[src/sv/scba_pkg.sv]
// Package for the size-class bitmap allocator: request codes, status codes,
// the controller state type and the fixed page geometry. No dependencies.
package scba_pkg;

   localparam int PAGE_SHIFT = 12;
   localparam int BITMAP_WORDS = 64;
   localparam int WORD_BITS = 32;
   localparam int CLASS_W = 4;
   localparam int STAMP_W = 16;
   localparam int COUNT_W = 12;
   localparam int PAGE_W = 20;

   localparam logic REQ_ALLOC = 1'b0;
   localparam logic REQ_FREE = 1'b1;

   localparam logic [1:0] ST_OK = 2'd0;
   localparam logic [1:0] ST_LARGE = 2'd1;
   localparam logic [1:0] ST_NO_FRAME = 2'd2;
   localparam logic [1:0] ST_NOT_FOUND = 2'd3;

   typedef enum logic [3:0] {
      S_CLEAR,
      S_IDLE,
      S_SCAN,
      S_SCAN_LAST,
      S_WORD_RD,
      S_WORD_CHK,
      S_FREE_RD,
      S_FREE_WR,
      S_NEW_CLR,
      S_RESP
   } state_type;

   // Class of a size: ceil(log2(size)), at least 1 (a size of zero also gives 1).
   function automatic logic [5:0] class_of(input logic [31:0] size);
      logic [5:0] msb;
      msb = '0;
      for (int i = 0; i < 32; i++) begin
         if (size[i]) begin
            msb = 6'(i);
         end
      end
      if (msb == 6'd0 || (size & ~(32'd1 << msb)) != 32'd0) begin
         msb = msb + 6'd1;
      end
      return msb;
   endfunction

endpackage

[src/sv/scba_frame_ram.sv]
// Per-frame table of the allocator: class, creation stamp and used count.
// Registered (synchronous) read. Depends on scba_pkg.
module scba_frame_ram #(
   parameter int ADDR_W = 6
) (
   input  logic              clock,
   input  logic              wr_en,
   input  logic [ADDR_W-1:0] wr_addr,
   input  logic [scba_pkg::CLASS_W+scba_pkg::STAMP_W+scba_pkg::COUNT_W-1:0] wr_data,
   input  logic [ADDR_W-1:0] rd_addr,
   output logic [scba_pkg::CLASS_W+scba_pkg::STAMP_W+scba_pkg::COUNT_W-1:0] rd_data
);
   import scba_pkg::*;

   localparam int ENTRY_W = CLASS_W + STAMP_W + COUNT_W;

   logic [ENTRY_W-1:0] mem [2**ADDR_W];

   always_ff @(posedge clock) begin
      if (wr_en) begin
         mem[wr_addr] <= wr_data;
      end
      rd_data <= mem[rd_addr];
   end

endmodule

[config.mk]
export PLATFORM = sky130hd
export DESIGN_NAME = scba_frame_ram
export DESIGN_NICKNAME = d
export VERILOG_FILES = /design/src/sv/scba_pkg.sv /design/src/sv/scba_frame_ram.sv
export SDC_FILE = /design/constraint.sdc
export NUM_CORES = 2
export LEC_CHECK = 0
export BUFFER_PORTS_ARGS = -buffer_cell sky130_fd_sc_hd__buf_2
export CELL_PAD_IN_SITES_DETAIL_PLACEMENT = 0
export CELL_PAD_IN_SITES_GLOBAL_PLACEMENT = 1
export CORE_MARGIN = 3
export CORE_UTILIZATION = 55
export DETAILED_ROUTE_END_ITERATION = 6
export PLACE_DENSITY = 0.81
export REMOVE_ABC_BUFFERS = 1
export SLEW_MARGIN = 20
export SYNTH_ARGS = -nofsm -noshare
export SYNTH_HDL_FRONTEND = slang
export SYNTH_SLANG_ARGS = --single-unit
[constraint.sdc]
create_clock -name clock -period 7.8 [get_ports clock]
set_clock_uncertainty 0.05 [all_clocks]
set_input_delay 0.78 -clock clock [delete_from_list [all_inputs] [get_ports clock]]
set_output_delay 0.78 -clock clock [all_outputs]
set_load 0.03 [all_outputs]
==> run_results.csv <==
group,metric,value,unit
global_route,grt_usage,0.2694,
synth,yosys_warnings,0,
worst_setup_path,timing.rr.end,"rd_data[20]$_DFF_P_",
worst_setup_path,r2r_slack,5.35,ns
power_and_ir_drop,p_sw_frac,0.2097,
worst_setup_path,critPathArrivalTime,4.32,ns
timing,finalCritPeriodShare,0.4769,
worst_hold_path,min_path_type,"primary input to flip-flop",
clock_tree,clk_pin_slew,0.06,ns
synth,synth_edf_count,2048,
worst_setup_path,worstPathCellList,"buf_8, buf_4, buf_4, mux4_2, nor2b_1, a21oi_1, a311oi_1, nor3_1",
place,dpl_cell_area,81750,sq um
synth,synth_area,78520,sq um
drt,drt-total-wl,194500,um
worst_setup_path,crit_buf_inv,3,
floorplanning,die_y,383.8,um
power_and_ir_drop,p_leak,0.02735,uW
synth,synth_flop_cell,"edfxtp_1",
global_route,grt_max_degree,111,
global_route,grt-ovfl-total,0,
drt,drtIter0Drc,5177,
worst_setup_path,cp-startpoint,"rd_addr[0]",
worst_hold_path,hold_path_end,"mem[12][25]$_DFFE_PP_",
synth,avgSynthCellArea,23.62,sq um
floorplanning,die_area,147300,sq um
floorplanning,core_area,141600,sq um
power_and_ir_drop,seq_power_share,0.544,
synth,ys_seq_elements,2080,
global_route,grt_antenna_before_repair,11,
power_and_ir_drop,irDropWorstVdd,0.2908,mV
global_route,grt_pass1_vias,37611,
clock_tree,ctsHoldBuffers,0,
synth,ys_types,34,
power_and_ir_drop,switchingPower,4785,uW
place,place_congestion,0.7817,
floorplanning,rows,138,
floorplanning,dieWidth,383.8,um
global_route,grt_use_met2,0.4233,
global_route,grt_first_pass_wirelength,278200,um
worst_setup_path,crit_family,"buffers and inverters",
timing,slew_violations,0,
clock_tree,cts_max_level,4,
power_and_ir_drop,power.density,259.0,nW/um^2
timing,final.min_clock_period,3.720,ns
drt,wl_per_cell,34.85,um
global_route,use_met3,0.05579,
worst_setup_path,slowest_stage,"a311oi_1",
synth,seq_area_frac_synth,0.7914,
global_route,grt_busiest_layer,"met2",
synth,ys_async_sr_fraction,0,
clock_tree,cts_num_sinks,2080,
worst_hold_path,holdCritStartpoint,"wr_data[25]",
worst_setup_path,crit_fanout,67,
worst_hold_path,holdPathStages,1,
power_and_ir_drop,pwr-share-comb,0.049,
finish,design_area,88110,sq um
timing,timing.fmax,268.8,MHz
worst_setup_path,critPathMaxStageDelay,0.82,ns
timing,worst_slew_pin_slew,1.128,ns
clock_tree,cts_buffers,195,
place,io_buffer_count,77,
place,dp_hpwl,102000,um
worst_setup_path,worst-path-stages,8,
timing,finalHoldViolCount,0,
global_route,met1_usage,0.3842,
power_and_ir_drop,p_int,18040,uW
finish,drive_gt1_frac,0.2951,
drt,drt_pre_antenna_iters,6,
synth,syn_inst,3324,
worst_setup_path,cp_data_required_time,8.40,ns
worst_setup_path,crit_path_start_kind,"primary input",
drt,ant_nets,0,
outcome,status,"completed",
drt,viasPerCell,6.665,
clock_tree,cts_root_buffer,"clkbuf_16",
clock_tree,ctsResizeCount,0,
clock_tree,post-cts-setup-buffers,0,
worst_setup_path,cp-end-kind,"flip-flop",
job,cap_viol_max_count,0,
timing,rsz0062_at_grt,"false",
timing,relSlewSlack,0.2455,
timing,tns,0,ns
clock_tree,clk_latency,0.82,ns
finish,area_delta_synth_final,12.21,%
floorplanning,start_util,0.5545,
floorplanning,io_pins,78,
worst_setup_path,crit-reg2reg-launch,"mem[37][20]$_DFFE_PP_",
power_and_ir_drop,power_frac_clock,0.407,
clock_tree,cts_tree,"done",
drt,vias,37200,
drt,drcViolationCount,0,
finish,final_nets,3564,
worst_setup_path,worst_path_most_repeated_cell,"buf_4",
worst_setup_path,crit_type,"primary input to flip-flop",
worst_setup_path,reg2reg_depth,5,
clock_tree,clock_path_buffers,3,
timing,setup_violations,0,
per-stage QoR:
stage	setup slack, ns	instances	total power (uW)	utilization	hold slack [ns]
floorplan	3.962	3142	13140	-	0.6132
global placement	3.179	5211	13760	0.5774	0.6793
detailed placement	3.243	5211	13780	0.5774	0.6971
CTS	4.079	5573	22930	0.6217	0.5395
global route	3.862	5576	23420	0.6222	0.4665
finish	4.080	5581	22820	0.6223	0.4668
flip-flops by register name, summed over array words and instances, names as in the netlist:
register / flops
mem: 2048
rd_data: 32
worst reg2reg max path, stage by stage, from the launching register on:
cell,delay [ns]
edfxtp_1,0.40
mux4_2,0.49
mux2i_1,0.17
nor2_1,0.08
o32ai_1,0.89
nor3_1,0.19
routing by layer:
metal,part of all wire,vias up
met5,0.00023,-
met4,0.036,6
met3,0.11,394
met2,0.48,2336
met1,0.37,19792
li1,-,14672
cells in the final DEF, fill, tap and decap left out, drive strengths merged, types with 26 or more instances in the layout:
cell | synthesis | layout
edfxtp | 2048 | 2048
mux4 | 544 | 544
clkbuf | 74 | 260
buf | 108 | 179
nor2 | 137 | 137
mux2i | 93 | 93
o22ai | 84 | 84
clkinv | 0 | 72
a21oi | 62 | 62
dfxtp | 32 | 32
o221ai | 27 | 27
nand2 | 26 | 26
synthesized netlist by cell type (12+ instances only):
cell      count  area [sq um]
a21oi_1      62         310.3
a22oi_1      12         90.09
buf_1        21         78.83
buf_2        57         285.3
buf_4        25         187.7
clkbuf_1     74         277.8
dfxtp_1      32         640.6
edfxtp_1   2048         61500
mux2i_1      93         930.9
mux4_2      544         12250
nand2_1      26         97.59
nor2_1      137         514.2
nor2b_1      15         93.84
o221ai_1     27         236.5
o22ai_1      84         525.5
how the worst max path moves through the flow:
stage               slack (ns)                    to
finish                    4.08    rd_data[4]$_DFF_P_
global route              3.86    rd_data[4]$_DFF_P_
CTS                       4.08    rd_data[4]$_DFF_P_
detailed placement        3.24    rd_data[4]$_DFF_P_
global placement          3.18    rd_data[4]$_DFF_P_
floorplan                 3.96  mem[48][0]$_DFFE_PP_
cells by family after synthesis:
group	synth area share
multiplexers	0.1679
AND/OR/NAND/NOR	0.01265
AO/OA/AOI/OAI	0.01673
flip-flops	0.7914
buffers and inverters	0.01128
power by group through the flow:
stage,sequential [uW],clock (uW),combinational (uW)
2_1_floorplan,12700,0,458
3_3_place_gp,12700,0,1100
3_5_place_dp,12700,0,1120
4_1_cts,12400,9390,1120
5_1_grt,12400,9810,1190
6_report,12400,9280,1120
layout make-up:
cell class,instances,area [sq um]
Antenna cell,8,20.02
Clock buffer,260,5396
Clock inverter,102,882.1
Fill cell,9270,53480
Multi-Input combinational cell,1062,15970
Sequential cell,2080,62140
Tap cell,1890,2365
Timing Repair Buffer,179,1333
Power figures use the tool's default switching activity.
